File: src/sv/shape_rasterizer_top_assert.svh
// Assertion macros used by the rasterizer top.
`ifndef SHAPE_RASTERIZER_TOP_ASSERT_SVH
`define SHAPE_RASTERIZER_TOP_ASSERT_SVH

// Holds a property at every clock edge outside reset.
`define SR_ASSERT(label, prop, msg) \
  label: assert property (@(posedge clk) disable iff (rst) (prop)) else $error(msg);

// Implication whose consequent is checked in the cycle after the antecedent.
`define SR_ASSERT_NEXT(label, ante, cons, msg) \
  label: assert property (@(posedge clk) disable iff (rst) (ante) |=> (cons)) else $error(msg);

`endif

File: src/sv/sr_ram.sv
module sr_ram #(
  parameter int Width = 1,
  parameter int Depth = 16
) (
  input  logic                     clk,
  input  logic                     we,
  input  logic [$clog2(Depth)-1:0] waddr,
  input  logic [Width-1:0]         wdata,
  input  logic [$clog2(Depth)-1:0] raddr,
  output logic [Width-1:0]         rdata
);
  logic [Width-1:0] mem [Depth];

  always_ff @(posedge clk) begin
    if (we) mem[waddr] <= wdata;
    rdata <= mem[raddr];
  end
endmodule

File: config.mk
export PLATFORM = sky130hd
export DESIGN_NAME = sr_ram
export DESIGN_NICKNAME = d
export VERILOG_FILES = /design/src/sv/shape_rasterizer_top_assert.svh /design/src/sv/sr_ram.sv
export SDC_FILE = /design/constraint.sdc
export NUM_CORES = 1
export LEC_CHECK = 0
export BUFFER_PORTS_ARGS = -buffer_cell sky130_fd_sc_hd__buf_2
export CAP_MARGIN = 25
export CORE_MARGIN = 2
export CORE_UTILIZATION = 54
export DETAILED_ROUTE_END_ITERATION = 8
export HOLD_SLACK_MARGIN = 0.03
export PLACE_DENSITY_LB_ADDON = 0.05
export SYNTH_ARGS = -nofsm -noshare
export SYNTH_HDL_FRONTEND = slang
export SYNTH_SLANG_ARGS = --single-unit
File: constraint.sdc
create_clock -name clk -period 1.9 [get_ports clk]
set_input_delay 0.095 -clock clk [delete_from_list [all_inputs] [get_ports clk]]
set_output_delay 0.095 -clock clk [all_outputs]
set_load 0.02 [all_outputs]
==> results by stage, run 1 <==
Placement:
- The number of port buffers is 11.
- Once placement completed, the tool counted placed cells totaling 73.
- The final weighted congestion in routability-driven placement is around 0.74.
- The HPWL after detailed placement is 925 µm.

Worst setup path:
- Following the worst setup path forward leads to its endpoint at rdata.
- The data required time of the worst path is 2.08 ns.
- The worst setup path category is reg2reg.
- The signal on the critical path passes through mux4_1 -> mux2i_1 -> mux2i_1.
- The capture point of the worst reg-to-reg path is rdata.
- The cell type of the slowest stage on the worst timing path is sky130_fd_sc_hd__mux4_1.
- STA classifies the critical path endpoint as a flip-flop.
- The logic depth of the worst path, buffers included is 3.
- The kind of cell adding the most delay to the critical path is multiplexers.
- The source of the worst register-to-register timing path is mem[9].
- STA puts the critical path data arrival time at ~1.4 ns.
- The worst reg-to-reg path cell count is 3.
- The worst-path maximum fanout is 1.
- The most critical setup path has its startpoint at mem[9].
- The largest stage delay on the critical path is approximately 0.5 ns.
- The worst setup path is launched from a flip-flop.
- The count of buffering cells on the critical path with inverters included is 0.
- For flop-to-flop paths, the worst setup slack is 0.65 ns.
- The library cell appearing most often on the critical path is sky130_fd_sc_hd__mux2i_1.

Status:
- The run finished with clean final reports.

Route:
- The detailed-router iteration count before antenna repair is 4.
- The detailed router finished its first iteration with 12 violations.
- The routed via count divided by cell count is 5.82.
- In this run the remaining antenna-violating nets after routing total 0.
- Dividing the detail-routed wire length by the instance count gives 16.1 µm.
- The residual DRC count is 0.
- The wire length reported by the detailed router is about 1300 µm.
- The detailed router placed 454 vias in this run.

GRT:
- Global routing finished with a remaining overflow of 0.
- The total routing usage reported by global routing is between 10% and 20%.
- The number of antenna violations at the first check in global routing was 0.
- Entering global routing, the biggest net connects 17 pins.
- The via count of the first global-routing pass is 392.
- The first-pass GRT wire length is 1740 µm.

CTS:
- The number of CTS-inserted buffers is 3.
- The clock-pin slew of the registers on the worst-case setup and hold paths is around 0.090 ns.
- The CTS tree is yes.
- The root buffer cell chosen for the clock tree is sky130_fd_sc_hd__clkbuf_4.
- The clock passes through at most 2 buffers.
- The count of H-tree levels built during CTS is 1.
- The insertion delay to the later sink of the worst-skew pair is 0.28 ns.
- The tree built by TritonCTS fans out to 17 sinks.

Final layout:
- The repair_antennas step left the layout with diodes totalling 0.
- The non-filler instance count after layout is 78.
- The number of nets in the layout is 75.
- The area growth from synthesis to layout is 14.8%.
- The ratio of cells with drive above 1 in the final layout is 23.8%.
- Cells fill approximately two thirds of the core in the end.

Yosys:
- For this run, the register share of the synthesized area comes to 67.1%.
- For this run, the number of Yosys warnings is 0.
- The synthesized netlist contains 11 unique library cells.
- The mapped netlist covers 746 µm².
- The number of nets in the synthesized netlist is 58.
- The instance count of the mapped netlist is 47.
- The total of flip-flops plus latches after synthesis is 17.
- The average size of a mapped cell is roughly 16 µm².

Power and ir drop:
- Dividing total power by cell area gives a power density of around 800 nW/µm².
- Overall power consumption after layout is estimated at 0.667 mW.
- The largest vdd supply drop is 0.701 mV.
- The cell leakage power is 0.307 nW.

Min path:
- In this run the worst hold path is classified as in2reg.

STA:
- Setup repair after global routing left no endpoint under its margin.
- Setup violations remaining at the end of the flow were counted as 0.
- Headroom to the max-slew limit came out at 83.6%.
- The count of final hold-check violations is 0.
- The largest clock skew in the final design is 0.00213 ns.
- The maximum achievable frequency is 0.799 GHz.
- The sum of negative setup slack is 0 ns.
- After layout, the minimum clock period comes to 1.25 ns.
- The number of max-slew violations in the final report is 0.
- The transition at the pin with the smallest max-transition slack is around 0.24 ns.
- In the finished design, the share of the clock period the worst path needs comes to around two thirds.

Floorplan:
- The floorplan step set the die height to 41.2 µm.
- The core footprint is 1300 µm².
- For this configuration, the core starts out at a cell density of 57.3%.
- In this run the core area contains 13 standard-cell rows.
- The top-level port count is 12.
- The total die area is 1690 µm².
- In this run the horizontal extent of the chip is 41.2 µm.

Flow run:
- The tool flagged a number of max-cap violations equal to 0.
==> layout make-up <==
class	count	area, µm²
sequential	17	500
tap	15	18.8
clock buffer	4	26.3
multi-input combinational	30	245
fill	104	445
timing repair buffer	12	65.1
==> worst reg2reg max path, cell delays in order, from the launching register on <==
cell and delay [ns]:
sky130_fd_sc_hd__edfxtp_1 0.39, sky130_fd_sc_hd__mux4_1 0.51, sky130_fd_sc_hd__mux2i_1 0.17, sky130_fd_sc_hd__mux2i_1 0.08
==> cells in the final DEF (no fill, tap or decap), drive strengths merged <==
master	Yosys	routed
edfxtp	16	16
nor2	12	12
buf	0	11
nor3	4	4
mux4	4	4
clkbuf	0	4
mux2i	3	3
nand3b	2	2
nand2b	2	2
nand2	1	1
nand3	1	1
or3b	1	1
dlygate4sd3	0	1
dfxtp	1	1
==> flip-flops by register name, indices dropped and copies added, names as in the netlist <==
name   flops
rdata      1
mem       16
==> metal layers <==
layer  GRT usage (%)  vias to the layer above  share of wire [%]  wire (µm)
li1                -                      217                  -          -
met5               0                        -                  0          0
met2            28.9                       17                 51        642
met1            20.4                      218                 43        535
met3            4.89                        2                5.3         67
met4            7.26                        0               0.64          8
==> kinds of logic after synthesis <==
kind of cell / Yosys count / share of synthesized area (%)
and+or+nand+nor: 23 / 14.8
DFF: 17 / 67.1
muxes: 7 / 18.1
==> worst min-delay path by stage <==
stage | start | endpoint | slack [ns] | depth (start not counted)
CTS | raddr[3] | rdata | 0.14 | 3
global route | raddr[3] | rdata | 0.16 | 3
global placement | raddr[2] | rdata | 0.29 | 2
finish | raddr[3] | rdata | 0.14 | 3
floorplan | wdata | mem[0] | 0.19 | 0
detailed placement | raddr[2] | rdata | 0.30 | 2
==> through the flow <==
stage               hold slack [ns]  setup slack [ns]  instance area (µm²)
floorplan                     0.194             0.765                  746
global placement              0.293             0.711                  820
detailed placement            0.303             0.651                  820
CTS                           0.144             0.638                  856
global route                  0.159             0.629                  856
finish                        0.143             0.649                  856
==> power breakdown <==
group          total, mW  switching (mW)  internal (mW)  leakage (nW)
Clock              0.186           0.105         0.0813        0.0150
Sequential         0.421         0.00209          0.419         0.153
Combinational     0.0601          0.0329         0.0272         0.139
==> synthesized netlist by cell type <==
library cell | instances | share of area (%)
sky130_fd_sc_hd__nand3b_1 | 2 | 2.0
sky130_fd_sc_hd__mux2i_1 | 3 | 4.0
sky130_fd_sc_hd__or3b_2 | 1 | 1.2
sky130_fd_sc_hd__nand2_1 | 1 | 0.50
sky130_fd_sc_hd__nor2_1 | 12 | 6.0
sky130_fd_sc_hd__dfxtp_1 | 1 | 2.7
sky130_fd_sc_hd__mux4_1 | 4 | 14
sky130_fd_sc_hd__nand3_1 | 1 | 0.67
sky130_fd_sc_hd__nand2b_1 | 2 | 1.7
sky130_fd_sc_hd__edfxtp_1 | 16 | 64
sky130_fd_sc_hd__nor3_1 | 4 | 2.7
==> what timing repair did <==
item                                   CTS  global route
endpoints found under the hold margin    1             0
gates resized for setup                  0             0
setup buffers                            0             0
hold buffers                             1             0
Note: power is estimated with default switching activity, not from simulation.
==> inputs of run 2 (changes only) <==
- ABC_AREA: default -> 1
- CORE_UTILIZATION: 54 -> 48
- clock period: 1.9 -> 1.1 ns (I/O delays scaled with it)
==> results by stage, run 2 <==
Status:
- Run status: finished, final reports clean (unchanged).

Route:
- The average wire per standard cell came to 10.6 µm (was 16.1 µm).
- The detailed-router iteration count before antenna repair was 4 (unchanged).
- The total vias in the final route is 636 (was 454).
- The residual DRC count is 0 (unchanged).
- The routed via count divided by cell count is 4.97 (was 5.82).
- The wire length reported by the detailed router is 1360 µm (was 1250 µm).
- The post-route antenna net violation count is 0 (unchanged).
- The violation count after the first detailed-routing iteration is 14 (was 12).

CTS:
- The number of CTS-inserted buffers was 3 (unchanged).
- The maximum count of clock buffers along a single path came to 2 (unchanged).
- The clock-pin slew of the registers on the worst-case setup and hold paths is 0.10 ns (was 0.09 ns).
- The root cell of the clock tree is sky130_fd_sc_hd__clkbuf_4 (unchanged).
- The insertion delay to the later sink of the worst-skew pair is 0.28 ns (about the same).
- The number of gates resized after CTS came to 0 (unchanged).
- The clock net sink count is 17 (unchanged).
- The count of H-tree levels built during CTS is 1 (unchanged).
- The CTS tree is yes (unchanged).

Yosys:
- The async set-reset flop share out of synthesis is 0% (unchanged).
- The instance count of the mapped netlist is 96 (was 47).
- The adder-cell share of the synthesized area is 0% (unchanged).
- The net count after synthesis came to 107 (was 58).
- The number of distinct library cells after synthesis is 11 (unchanged).
- The commonest register cell after synthesis is sky130_fd_sc_hd__edfxtp_1 (unchanged).
- The average size of a mapped cell came to 8.82 µm² (was 15.9 µm²).
- The number of enable-type register cells in the synthesized netlist was 16 (unchanged).
- The synthesized-area fraction occupied by ao, oa, aoi and oai cells is 0% (unchanged).
- The area share of xor/xnor cells in the synthesized design is 0% (unchanged).
- The most repeated cell in the gate-level netlist after synthesis is sky130_fd_sc_hd__nand2_1 (was sky130_fd_sc_hd__edfxtp_1).
- The total of flip-flops plus latches after synthesis is 17 (unchanged).
- Largest cells by area after synthesis: sky130_fd_sc_hd__edfxtp_1 (57%), sky130_fd_sc_hd__nand2_1 (11%), sky130_fd_sc_hd__inv_1 (8.4%), sky130_fd_sc_hd__nand3_1 (8.3%), sky130_fd_sc_hd__nor3_1 (4.7%) (was sky130_fd_sc_hd__edfxtp_1 (64%), sky130_fd_sc_hd__mux4_1 (14%), sky130_fd_sc_hd__nor2_1 (6.0%), sky130_fd_sc_hd__mux2i_1 (4.0%), sky130_fd_sc_hd__dfxtp_1 (2.7%)).
- The number of warnings printed during yosys synthesis is 0 (unchanged).
- The dominant combinational cell family by area after synthesis is simple AND/OR/NAND/NOR gates (was multiplexers).
- Most numerous cell types in the synthesized netlist: sky130_fd_sc_hd__nand2_1 (24), sky130_fd_sc_hd__inv_1 (19), sky130_fd_sc_hd__edfxtp_1 (16), sky130_fd_sc_hd__nand3_1 (14) (was sky130_fd_sc_hd__edfxtp_1 (16), sky130_fd_sc_hd__nor2_1 (12), sky130_fd_sc_hd__mux4_1 (4), sky130_fd_sc_hd__nor3_1 (4), sky130_fd_sc_hd__mux2i_1 (3)).
- The area share of the largest cell type after synthesis is 56.7% (was 64.4%).
- The most area-hungry cell type in the Yosys netlist is sky130_fd_sc_hd__edfxtp_1 (unchanged).
- The summed instance area of the synthesized netlist was 847 µm² (was 746 µm²).
- The post-synthesis share of cell area spent on and, or, nand and nor gates is 29.4% (was 14.8%).
- The sequential element share of the synthesized area is 59.1% (was 67.1%).
- The multiplexer fraction of the synthesized cell area came to 0% (was 18.1%).

Final layout:
- The number of antenna repair diodes came to 0 (unchanged).
- Largest regs: mem: 16 flops, rdata: 1 flops (unchanged).
- The number of nets in the layout was 123 (was 75).
- The number of flip-flops under the largest register name is 16 (unchanged).
- The top register by number of flip-flops is mem (unchanged).
- The area added between synthesis and finish is 12.1% (was 14.8%).
- Most used cells in the layout excluding fill and tap cells: sky130_fd_sc_hd__nand2_1 (24), sky130_fd_sc_hd__inv_1 (19), sky130_fd_sc_hd__edfxtp_1 (16) (was sky130_fd_sc_hd__edfxtp_1 (16), sky130_fd_sc_hd__nor2_1 (12), sky130_fd_sc_hd__buf_2 (11)).
- The ratio of cells with drive above 1 in the final layout is 18.0% (was 23.8%).
- The leading cell type in the layout, fill and taps excluded is sky130_fd_sc_hd__nand2_1 (was sky130_fd_sc_hd__edfxtp_1).
- The end-of-flow core utilization is 56.2% (was 65.8%).

STA:
- The count of final setup violators was 0 (unchanged).
- The tightest slew margin relative to the limit was 84.3% (was 83.6%).
- The final-layout worst hold slack is 0.0911 ns (was 0.143 ns).
- The minimum clock period after layout is 0.872 ns (was 1.25 ns).
- The share of the clock period used by the worst path is 79.3% (was 65.9%).
- The slack of the critical path is 0.228 ns (was 0.649 ns).
- The transition at the pin with the smallest max-transition slack is 0.235 ns (was 0.244 ns).
- The maximum achievable frequency is 1.15 GHz (was 0.799 GHz).
- RSZ-0062 raised after global routing: false (unchanged).
- The sum of negative setup slack is 0 ns (unchanged).
- The number of max-slew violations in the final report came to 0 (unchanged).
- The count of final hold-check violations came to 0 (unchanged).
- The largest clock skew in the final design is 0.00313 ns (was 0.00213 ns).

Placement:
- The number of port buffers is 11 (unchanged).
- The HPWL reported at the end of detailed placement is 1070 µm (was 925 µm).
- The setup slack at placement is 0.183 ns (was 0.651 ns).
- The final weighted congestion in routability-driven placement was 0.762 (was 0.736).

Min path:
- The start point of the worst min-delay path is raddr[2] (was raddr[3]).
- The worst-case hold path end point was rdata (unchanged).
- The class of the most critical hold timing path is in2reg (unchanged).
- The count of cells along the worst hold path came to 4 (was 3).

Worst setup path:
- The capture point of the worst reg-to-reg path is rdata (unchanged).
- The worst-path maximum fanout is 1 (unchanged).
- The worst reg-to-reg path cell count came to 6 (was 3).
- The reg-to-reg setup timing slack is 0.23 ns (was 0.65 ns).
- The signal arrival time at the worst endpoint is 1.06 ns (was 1.43 ns).
- The worst setup path startpoint was mem[8] (was mem[9]).
- The kind of start point of the critical path is a flip-flop (unchanged).
- The type of element capturing the critical path was a flip-flop (unchanged).
- The source of the worst register-to-register timing path was mem[8] (was mem[9]).
- The data required time of the worst path came to 1.29 ns (was 2.08 ns).
- The worst setup path category is reg2reg (unchanged).

Floorplan:
- The top-level port count is 12 (unchanged).
- The starting density of the core was 50.1% (was 57.3%).
- The floorplan die width is 46.0 µm (was 41.2 µm).
- The floorplan die height came to 46.0 µm (was 41.2 µm).
- The total die area came to 2120 µm² (was 1690 µm²).
- The number of placement rows is 15 (was 13).
- The core footprint is 1690 µm² (was 1300 µm²).

Power and ir drop:
- The power after layout is 1.18 mW (was 0.667 mW).
- The areal power density over the cells is 1240 nW/µm² (was 779 nW/µm²).
- The cell leakage power is 0.438 nW (was 0.307 nW).
- The largest vdd supply drop came to 0.647 mV (was 0.701 mV).

GRT:
- The via count of the first global-routing pass is 556 (was 392).
- The total routing usage reported by global routing is 16.1% (was 17.2%).
- The number of antenna violations at the first check in global routing is 0 (unchanged).
- The residual overflow from global routing is 0 (unchanged).
- The first-pass GRT wire length is 2280 µm (was 1740 µm).
- The maximum number of pins on one net before global-route repair is 17 (unchanged).

Flow run:
- The max-cap violation count was 0 (unchanged).
==> run 2: metal layers <==
metal | vias up | global-route usage (%) | wire, µm
met3 | 2 | 4.76 | 57
met1 | 281 | 21.0 | 640
met5 | - | 0 | 0
met4 | 0 | 8.57 | 21
li1 | 336 | - | -
met2 | 17 | 23.9 | 637
==> run 2: cell families after synthesis <==
logic type | count (synthesis)
buffers and inverters | 22
flip-flops | 17
AND/OR/NAND/NOR | 57
==> run 2: area by class of cell <==
cell class / count / area (µm²)
clock buffers: 3 / 22.5
clock inverters: 1 / 5.00
fillers: 166 / 739
inverters: 21 / 86.3
multi-input cells: 57 / 249
flip-flops and latches: 17 / 500
well taps: 17 / 21.3
repair buffers: 12 / 65.1
==> run 2: worst max-delay path by stage <==
stage | end | slack [ns] | cells past startpoint
4_1_cts | rdata | 0.21 | 6
6_report | rdata | 0.23 | 6
3_3_place_gp | mem[10] | 0.23 | 4
2_1_floorplan | rdata | 0.31 | 6
5_1_grt | rdata | 0.14 | 6
3_5_place_dp | mem[8] | 0.18 | 4
==> run 2: report_power, final <==
group | switching, mW | leakage (nW) | internal [mW] | total (mW)
registers | 0.00360 | 0.153 | 0.723 | 0.726
logic | 0.0838 | 0.267 | 0.0445 | 0.128
clock network | 0.187 | 0.0177 | 0.135 | 0.322
==> run 2: stage by stage <==
stage / cell area (µm²) / instances
final: 950 / 128
after global routing: 950 / 128
after CTS: 950 / 128
after detailed placement: 912 / 123
after global placement: 912 / 123
after floorplan: 847 / 96
==> run 2: critical path, stage by stage (launching register included) <==
cell and delay, ns:
sky130_fd_sc_hd__edfxtp_1 0.39, sky130_fd_sc_hd__inv_1 0.08, sky130_fd_sc_hd__nand2_2 0.05, sky130_fd_sc_hd__nand3_1 0.06, sky130_fd_sc_hd__nand3_1 0.08, sky130_fd_sc_hd__nand3_1 0.08
sky130_fd_sc_hd__nand2_1 0.05
==> run 2: what timing repair did <==
action | CTS | global route
setup buffers | 0 | 0
hold endpoints to repair | 1 | 0
hold buffers | 1 | 0
